===== src/rtl/mpq_pkg.sv =====
// Package for the min priority queue: constants, codes and cell types.
package mpq_pkg;

    localparam int QUEUE_DEPTH_DEF = 16;
    localparam int DATA_W          = 32;
    localparam int OCC_W           = 5;

    typedef enum logic {
        FUNC_ENQ = 1'b0,
        FUNC_DEQ = 1'b1
    } t_func;

    typedef enum logic [1:0] {
        STATUS_OK    = 2'd0,
        STATUS_EMPTY = 2'd1,
        STATUS_FULL  = 2'd2
    } t_status;

    typedef struct packed {
        logic signed [DATA_W-1:0] value;
        logic signed [DATA_W-1:0] rank;
    } t_entry;

    typedef struct packed {
        logic   enq;
        logic   deq;
        t_entry new_entry;
    } t_cell_ctl;

    typedef struct packed {
        logic   valid;
        logic   ins;
        t_entry entry;
    } t_cell_link;

endpackage


===== src/rtl/mpq_in_if.sv =====
// Request channel of the min priority queue.
interface mpq_in_if;
    logic                                valid;
    logic                                ready;
    logic                                func;
    logic signed [mpq_pkg::DATA_W-1:0]   item_value;
    logic signed [mpq_pkg::DATA_W-1:0]   item_rank;

    modport source (output valid, output func, output item_value, output item_rank,
                    input ready);
    modport sink   (input valid, input func, input item_value, input item_rank,
                    output ready);
endinterface


===== src/rtl/mpq_out_if.sv =====
// Result channel of the min priority queue.
interface mpq_out_if;
    logic                                valid;
    logic                                ready;
    logic signed [mpq_pkg::DATA_W-1:0]   out_value;
    logic signed [mpq_pkg::DATA_W-1:0]   out_rank;
    logic                                removed_valid;
    logic [1:0]                          status_code;
    logic [mpq_pkg::OCC_W-1:0]           occupancy;

    modport source (output valid, output out_value, output out_rank,
                    output removed_valid, output status_code, output occupancy,
                    input ready);
    modport sink   (input valid, input out_value, input out_rank,
                    input removed_valid, input status_code, input occupancy,
                    output ready);
endinterface


===== src/rtl/mpq_cell.sv =====
// One sorted cell of the queue chain: holds an entry and shifts with its neighbors.
module mpq_cell (
    input  logic                i_clk,
    input  logic                i_rst_n,
    input  mpq_pkg::t_cell_ctl  i_ctl,
    input  mpq_pkg::t_cell_link i_left,
    input  mpq_pkg::t_cell_link i_right,
    output mpq_pkg::t_cell_link o_link
);

    logic            r_valid;
    logic            n_valid;
    mpq_pkg::t_entry r_entry;
    mpq_pkg::t_entry n_entry;
    logic            w_ins;

    assign w_ins  = !r_valid || (r_entry.rank > i_ctl.new_entry.rank);
    assign o_link = '{valid: r_valid, ins: w_ins, entry: r_entry};

    always_comb begin
        n_valid = r_valid;
        n_entry = r_entry;
        if (i_ctl.enq) begin
            if (i_left.ins) begin
                n_valid = i_left.valid;
                n_entry = i_left.entry;
            end else if (w_ins) begin
                n_valid = 1'b1;
                n_entry = i_ctl.new_entry;
            end
        end else if (i_ctl.deq) begin
            n_valid = i_right.valid;
            n_entry = i_right.entry;
        end
    end

    always_ff @(posedge i_clk) begin
        if (!i_rst_n) begin
            r_valid <= 1'b0;
        end else begin
            r_valid <= n_valid;
        end
    end

    always_ff @(posedge i_clk) begin
        r_entry <= n_entry;
    end

endmodule


===== src/rtl/min_priority_queue_top.sv =====
// Top level of the min priority queue: sorted cell chain, count and result register.
//
//  channel  | modport | beat contents
//  ---------+---------+------------------------------------------------------
//  i_req    | sink    | func, item_value, item_rank
//  o_rsp    | source  | out_value, out_rank, removed_valid, status_code, occupancy
//
//  On enqueue each cell compares its rank with the new one and later cells shift;
//  dequeue shifts all to the head. The chain stays sorted; the head is the minimum.
//  One request beat per cycle while the result register drains at the same rate.
//  Reset empties the chain at once; no clearing pass is needed.
//  A stalled result holds the request side until the result register frees.
module min_priority_queue_top #(
    parameter int QUEUE_DEPTH = mpq_pkg::QUEUE_DEPTH_DEF
) (
    input  logic     i_clk,
    input  logic     i_rst_n,
    mpq_in_if.sink   i_req,
    mpq_out_if.source o_rsp
);

    localparam int CNT_W = $clog2(QUEUE_DEPTH + 1);

    mpq_pkg::t_cell_link w_link [QUEUE_DEPTH];
    mpq_pkg::t_cell_link w_head_src;
    mpq_pkg::t_cell_link w_tail_src;
    mpq_pkg::t_cell_ctl  w_ctl;

    logic [CNT_W-1:0]                r_count;
    logic [CNT_W-1:0]                n_count;
    logic                            w_accept;
    logic                            w_full;
    logic                            w_empty;
    logic [CNT_W+mpq_pkg::OCC_W-1:0] w_count_ext;

    logic                               r_out_valid;
    logic signed [mpq_pkg::DATA_W-1:0]  r_out_value;
    logic signed [mpq_pkg::DATA_W-1:0]  r_out_rank;
    logic                               r_out_removed;
    mpq_pkg::t_status                   r_out_status;
    logic [mpq_pkg::OCC_W-1:0]          r_out_occ;

    logic signed [mpq_pkg::DATA_W-1:0]  n_out_value;
    logic signed [mpq_pkg::DATA_W-1:0]  n_out_rank;
    logic                               n_out_removed;
    mpq_pkg::t_status                   n_out_status;

    assign i_req.ready = !r_out_valid || o_rsp.ready;
    assign w_accept    = i_req.valid && i_req.ready;
    assign w_full      = (r_count == CNT_W'(QUEUE_DEPTH));
    assign w_empty     = (r_count == '0);

    assign w_ctl.enq       = w_accept && (i_req.func == mpq_pkg::FUNC_ENQ) && !w_full;
    assign w_ctl.deq       = w_accept && (i_req.func == mpq_pkg::FUNC_DEQ) && !w_empty;
    assign w_ctl.new_entry = '{value: i_req.item_value, rank: i_req.item_rank};

    assign w_head_src = '{valid: 1'b1, ins: 1'b0, entry: '0};
    assign w_tail_src = '{valid: 1'b0, ins: 1'b1, entry: '0};

    for (genvar g = 0; g < QUEUE_DEPTH; g++) begin : g_cell
        if (g == 0) begin : g_first
            mpq_cell u_cell (
                .i_clk   (i_clk),
                .i_rst_n (i_rst_n),
                .i_ctl   (w_ctl),
                .i_left  (w_head_src),
                .i_right (w_link[g+1]),
                .o_link  (w_link[g])
            );
        end else if (g == QUEUE_DEPTH - 1) begin : g_last
            mpq_cell u_cell (
                .i_clk   (i_clk),
                .i_rst_n (i_rst_n),
                .i_ctl   (w_ctl),
                .i_left  (w_link[g-1]),
                .i_right (w_tail_src),
                .o_link  (w_link[g])
            );
        end else begin : g_mid
            mpq_cell u_cell (
                .i_clk   (i_clk),
                .i_rst_n (i_rst_n),
                .i_ctl   (w_ctl),
                .i_left  (w_link[g-1]),
                .i_right (w_link[g+1]),
                .o_link  (w_link[g])
            );
        end
    end

    always_comb begin
        n_count       = r_count;
        n_out_value   = '0;
        n_out_rank    = '0;
        n_out_removed = 1'b0;
        n_out_status  = mpq_pkg::STATUS_OK;
        case (i_req.func)
            mpq_pkg::FUNC_ENQ: begin
                if (w_full) begin
                    n_out_status = mpq_pkg::STATUS_FULL;
                end else begin
                    n_count = r_count + CNT_W'(1);
                end
            end
            mpq_pkg::FUNC_DEQ: begin
                if (w_empty) begin
                    n_out_status = mpq_pkg::STATUS_EMPTY;
                end else begin
                    n_count       = r_count - CNT_W'(1);
                    n_out_value   = w_link[0].entry.value;
                    n_out_rank    = w_link[0].entry.rank;
                    n_out_removed = 1'b1;
                end
            end
            default: begin
                n_count = r_count;
            end
        endcase
    end

    assign w_count_ext = {{mpq_pkg::OCC_W{1'b0}}, n_count};

    always_ff @(posedge i_clk) begin
        if (!i_rst_n) begin
            r_count     <= '0;
            r_out_valid <= 1'b0;
        end else begin
            if (w_accept) begin
                r_count     <= n_count;
                r_out_valid <= 1'b1;
            end else if (o_rsp.ready) begin
                r_out_valid <= 1'b0;
            end
        end
    end

    always_ff @(posedge i_clk) begin
        if (w_accept) begin
            r_out_value   <= n_out_value;
            r_out_rank    <= n_out_rank;
            r_out_removed <= n_out_removed;
            r_out_status  <= n_out_status;
            r_out_occ     <= w_count_ext[mpq_pkg::OCC_W-1:0];
        end
    end

    assign o_rsp.valid         = r_out_valid;
    assign o_rsp.out_value     = r_out_value;
    assign o_rsp.out_rank      = r_out_rank;
    assign o_rsp.removed_valid = r_out_removed;
    assign o_rsp.status_code   = r_out_status;
    assign o_rsp.occupancy     = r_out_occ;

endmodule

===== src/flat_wrapper.sv =====
// flat-port wrapper written by rule: the top's interface ports become plain ports
module min_priority_queue_top_flat 
#(
    parameter int QUEUE_DEPTH = mpq_pkg::QUEUE_DEPTH_DEF
)
  (i_clk, i_rst_n, i_req_valid, i_req_func, i_req_item_value, i_req_item_rank, i_req_ready, o_rsp_valid, o_rsp_out_value, o_rsp_out_rank, o_rsp_removed_valid, o_rsp_status_code, o_rsp_occupancy, o_rsp_ready);
  mpq_in_if i_req_i ();
  mpq_out_if o_rsp_i ();
  input  logic i_clk;
  input  logic i_rst_n;
  input wire logic [$bits(i_req_i.valid)-1:0] i_req_valid;
  input wire logic [$bits(i_req_i.func)-1:0] i_req_func;
  input wire logic [$bits(i_req_i.item_value)-1:0] i_req_item_value;
  input wire logic [$bits(i_req_i.item_rank)-1:0] i_req_item_rank;
  output wire logic [$bits(i_req_i.ready)-1:0] i_req_ready;
  output wire logic [$bits(o_rsp_i.valid)-1:0] o_rsp_valid;
  output wire logic [$bits(o_rsp_i.out_value)-1:0] o_rsp_out_value;
  output wire logic [$bits(o_rsp_i.out_rank)-1:0] o_rsp_out_rank;
  output wire logic [$bits(o_rsp_i.removed_valid)-1:0] o_rsp_removed_valid;
  output wire logic [$bits(o_rsp_i.status_code)-1:0] o_rsp_status_code;
  output wire logic [$bits(o_rsp_i.occupancy)-1:0] o_rsp_occupancy;
  input wire logic [$bits(o_rsp_i.ready)-1:0] o_rsp_ready;
  assign i_req_i.valid = i_req_valid;
  assign i_req_i.func = i_req_func;
  assign i_req_i.item_value = i_req_item_value;
  assign i_req_i.item_rank = i_req_item_rank;
  assign i_req_ready = i_req_i.ready;
  assign o_rsp_valid = o_rsp_i.valid;
  assign o_rsp_out_value = o_rsp_i.out_value;
  assign o_rsp_out_rank = o_rsp_i.out_rank;
  assign o_rsp_removed_valid = o_rsp_i.removed_valid;
  assign o_rsp_status_code = o_rsp_i.status_code;
  assign o_rsp_occupancy = o_rsp_i.occupancy;
  assign o_rsp_i.ready = o_rsp_ready;
  min_priority_queue_top #(.QUEUE_DEPTH(QUEUE_DEPTH)) u_core (.i_clk(i_clk), .i_rst_n(i_rst_n), .i_req(i_req_i), .o_rsp(o_rsp_i));
endmodule

===== config.mk =====
export PLATFORM = sky130hd
export DESIGN_NAME = min_priority_queue_top_flat
export DESIGN_NICKNAME = d
export VERILOG_FILES = /design/src/rtl/mpq_pkg.sv /design/src/rtl/mpq_in_if.sv /design/src/rtl/mpq_out_if.sv /design/src/rtl/mpq_cell.sv /design/src/rtl/min_priority_queue_top.sv /design/src/flat_wrapper.sv
export SDC_FILE = /design/constraint.sdc
export NUM_CORES = 2
export LEC_CHECK = 0
export ABC_AREA = 1
export BUFFER_PORTS_ARGS = -buffer_cell sky130_fd_sc_hd__buf_4
export CAP_MARGIN = 20
export CORE_ASPECT_RATIO = 0.9
export CORE_MARGIN = 1
export CORE_UTILIZATION = 40
export CTS_BUF_LIST = sky130_fd_sc_hd__clkbuf_8
export CTS_CLUSTER_DIAMETER = 50
export DETAILED_ROUTE_END_ITERATION = 16
export GPL_ROUTABILITY_DRIVEN = 0
export SYNTH_ARGS = -nofsm -noshare
export SYNTH_HDL_FRONTEND = slang
export SYNTH_SLANG_ARGS = --single-unit

===== constraint.sdc =====
create_clock -name i_clk -period 5.66 [get_ports i_clk]
set_input_delay 1.132 -clock i_clk [delete_from_list [all_inputs] [get_ports i_clk]]
set_output_delay 1.132 -clock i_clk [all_outputs]
set_load 0.02 [all_outputs]

==> impl_results.md <==
* Status: finished clean
* CORE AREA at 160000 um2
* Switching Share at 35.8%
* First-pass GRT wire length at 347 mm
* Unrepaired setup endpoints after global routing: no
* Synth Register Bits at 1118
* CTS tree: done
* Detailed Route WL at 236 mm
* Fin nets at 8085
* Iter 0 DRT Violations at 7353
* Critical Path Source Type: primary input
* DRT antenna net count at 0
* CP Data Arrival Time at 5.37 ns
* Remaining global-route overflow at 0
* Clk root buf: clkbuf_8
* H-tree Lvls at 4
* Post-synth net total at 7956
* Largest net degree at the start of global routing at 200
* Kind of critical path: in -> reg
* Total CTS buffers at 195
* Clk slew on worst S/H paths at 0.06 ns
* Crit-path most repeated cell: buf_4
* Starting Density at 40.5%
* Pleak at 34.2 nW
* DRC violations left at 0
* Post-synthesis cell type count at 39
* Vias in the first global route at 54300
* Skew final at 0.0589 ns
* Dpl cells at 9420
* Total clock sinks at 1118
* Total GRT Usage at 28.1%
* Max cap viols at 0
* Sequential Power Share at 46.8%
* Hold_buf cts at 0
* Final worst-path cycle share at 81.0%
* Layout Area Growth over Synthesis at 11.4%
* Layout cells sized above 1 at 8.53%
* Final period demand of the worst path at 4.59 ns
* P_int at 16.9 mW
* Max FO, Critical Path at 42
* Critical path endpoint category: flop
* Vias at 56300
* Die Y at 384 um
* Site Rows at 139
* Post-route setup TNS at 0 ns
* Synthesized area at 64900 um2
* Combinational power share at 25.4%
* Number of setup buffers added after CTS at 0
* PD cells at 365 nW/um2
* Cell Chain, Critical Path: buf_4 -> inv_1 -> buf_4 -> ha_1 -> nand2_1 -> nor2_1 -> nand4_1 -> nor4_2 -> nand4_1 -> nand2_1 -> nand2_4 -> buf_4 -> clkinv_2 -> buf_4 -> nor2_1 -> o21ai_1
* Fin cells at 9784
* Worst path max stage delay at 0.71 ns
* Initial DRT Pass Iterations at 7
* Die width at 427 um
* NetSw at 9.44 mW
* I/O Pins at 143
* Longest Clk Path Bufs at 3
* WL/cell at 24.1 um
* Slew @ Worst Pin at 1.08 ns
* WHS at 0.508 ns
* Post-synthesis sequential area ratio at 51.4%
* Hpwl dp at 159 mm
* Clock insertion delay at the later pin of the skew report at 0.97 ns
* Max Slew Vio Count at 0
* Yosys warning total at 0
* Synth Instances at 7373
* Slowest-stage cell, CP: nor4_2
* Final setup vio count at 0
* Worst hold-check path type: in -> reg
* Worst EP required at 6.44 ns
* Number of fill cells at 15600
* Fmax at 218 MHz
* VDD IR max at 0.000294 V
* DR vias/cell at 5.76
* Post-CTS sizing at 0
* Initial antenna violation count at 7
* Avg Cell Area, Syn at 8.80 um2
* Die area at 164000 um2
* Clock share of power at 27.8%
* Final hold violations at 0
* Port bufs at 142
* Max_slew headroom at 27.8%
-- worst paths after layout --
check	start	to	slack, ns	depth (start not counted)
worst max-delay path	i_req_item_rank[28]	u_core.g_cell[7].g_mid.u_cell.o_link[4]	1.07	16
worst min-delay path	o_rsp_ready	u_core.o_rsp.valid	0.51	4
worst max register to register	u_core.g_cell[6].g_mid.u_cell.o_link[31]	u_core.g_cell[7].g_mid.u_cell.o_link[4]	1.22	13
worst min register to register	u_core.g_cell[11].g_mid.u_cell.o_link[49]	u_core.g_cell[10].g_mid.u_cell.o_link[49]	0.52	2
-- through the flow --
step	cell area (um2)	setup slack, ns	power (mW)	util, %
after floorplan	64900	0.551	16.2	-
after global placement	68600	0.215	18.7	42.8
after detailed placement	68600	0.275	18.9	42.8
after CTS	72300	1.27	26.2	45.1
after global routing	72300	1.05	27.6	45.1
final	72300	1.07	26.4	45.1
-- logic make-up after synthesis --
family                   Yosys count  synth area share [%]
buffers and inverters            864                  5.94
AND/OR/NAND/NOR                 3216                  19.3
adder cells (fa/ha/maj)          514                  9.91
AO/OA/AOI/OAI                   1656                  13.4
flip-flops                      1118                  51.4
XOR/XNOR                           5                0.0675
-- flip-flops by register name, indices dropped and copies added (netlist names) --
register and cells:
u_core.o_rsp.removed_valid 1, u_core.g_cell.g_last.u_cell.r_valid 1, u_core.o_rsp.status_code 2, u_core.g_cell.g_mid.u_cell.o_link 896, u_core.g_cell.g_last.u_cell.o_link 64, u_core.g_cell.g_mid.u_cell.r_valid 14, u_core.o_rsp.out_rank 32, u_core.g_cell.g_first.u_cell.o_link 64
u_core.o_rsp.occupancy 5, u_core.o_rsp.out_value 32, u_core.r_count 5, u_core.g_cell.g_first.u_cell.r_valid 1, u_core.o_rsp.valid 1
-- routing by layer --
| layer | vias up | wire length (um) | track usage (%) |
|---|---|---|---|
| li1 | 25600 | - | - |
| met1 | 27100 | 97800 | 38.9 |
| met2 | 3153 | 103000 | 42.7 |
| met3 | 513 | 25400 | 6.09 |
| met4 | 2 | 9850 | 11.5 |
| met5 | - | 13 | 0 |
-- power groups by stage --
stage | clock network (mW) | registers, mW | logic [mW]
finish | 7.33 | 12.3 | 6.70
global route | 7.74 | 12.4 | 7.38
CTS | 7.40 | 12.3 | 6.55
detailed placement | 0 | 12.4 | 6.53
global placement | 0 | 12.4 | 6.34
floorplan | 0 | 12.1 | 4.14
-- cells in the mapped netlist, drive strengths merged --
master | instances | area (um2)
dfxtp | 22 | 440
o21a | 11 | 82.6
o211ai | 8 | 60.1
ha | 514 | 6430
nand4 | 51 | 319
a21oi | 238 | 1190
nand3b | 7 | 52.6
o21ai | 1180 | 5910
nor2 | 427 | 1620
o21bai | 6 | 45.0
clkbuf | 167 | 627
o22ai | 133 | 832
a21o | 6 | 45.0
or2 | 2 | 12.5
nand3 | 84 | 420
xor2 | 3 | 26.3
a31oi | 10 | 62.6
nand2 | 2596 | 9760
xnor2 | 2 | 17.5
inv | 476 | 1790
nor4 | 11 | 125
nor3b | 1 | 7.51
clkinv | 8 | 30.0
a22oi | 64 | 480
and3 | 1 | 6.26
edfxtp | 1096 | 32900
buf | 213 | 1410
nor3 | 36 | 200
-- critical path, delay by kind of cell --
family                   cells  cell delay (ns)
AO/OA/AOI/OAI                1             0.18
buffers and inverters        6             1.53
adder cells (fa/ha/maj)      1             0.29
AND/OR/NAND/NOR              8             2.19
-- cells in the final DEF, fill, tap and decap left out, types with 8 or more instances in the layout --
cell type | synthesis | final
nand2_1 | 2590 | 2575
edfxtp_1 | 1096 | 1096
o21ai_0 | 764 | 764
ha_1 | 514 | 514
inv_1 | 435 | 502
nor2_1 | 424 | 424
o21ai_1 | 416 | 416
buf_4 | 9 | 277
a21oi_1 | 238 | 238
clkbuf_8 | 0 | 204
o22ai_1 | 133 | 133
nand3_1 | 84 | 70
a22oi_1 | 64 | 64
clkinv_1 | 8 | 52
nand4_1 | 51 | 51
inv_2 | 40 | 39
buf_12 | 0 | 34
nor3_1 | 32 | 32
clkinv_2 | 0 | 24
dfxtp_1 | 22 | 22
nand2_4 | 0 | 17
nand3_4 | 0 | 14
o21a_1 | 11 | 11
a31oi_1 | 10 | 10
nor4_2 | 9 | 9
o211ai_1 | 8 | 8
-- cell type report --
cell class / instances / area (um2) / area share, %
clock buffers: 204 / 2810 / 3.88
inverters: 484 / 1840 / 2.55
repair buffers: 312 / 2790 / 3.85
multi-input cells: 5391 / 28000 / 38.7
well taps: 2115 / 2650 / 3.66
flip-flops and latches: 1118 / 33400 / 46.1
clock inverters: 155 / 867 / 1.20
diodes: 5 / 12.5 / 0.0173
Note: power is estimated with default switching activity, not from simulation.
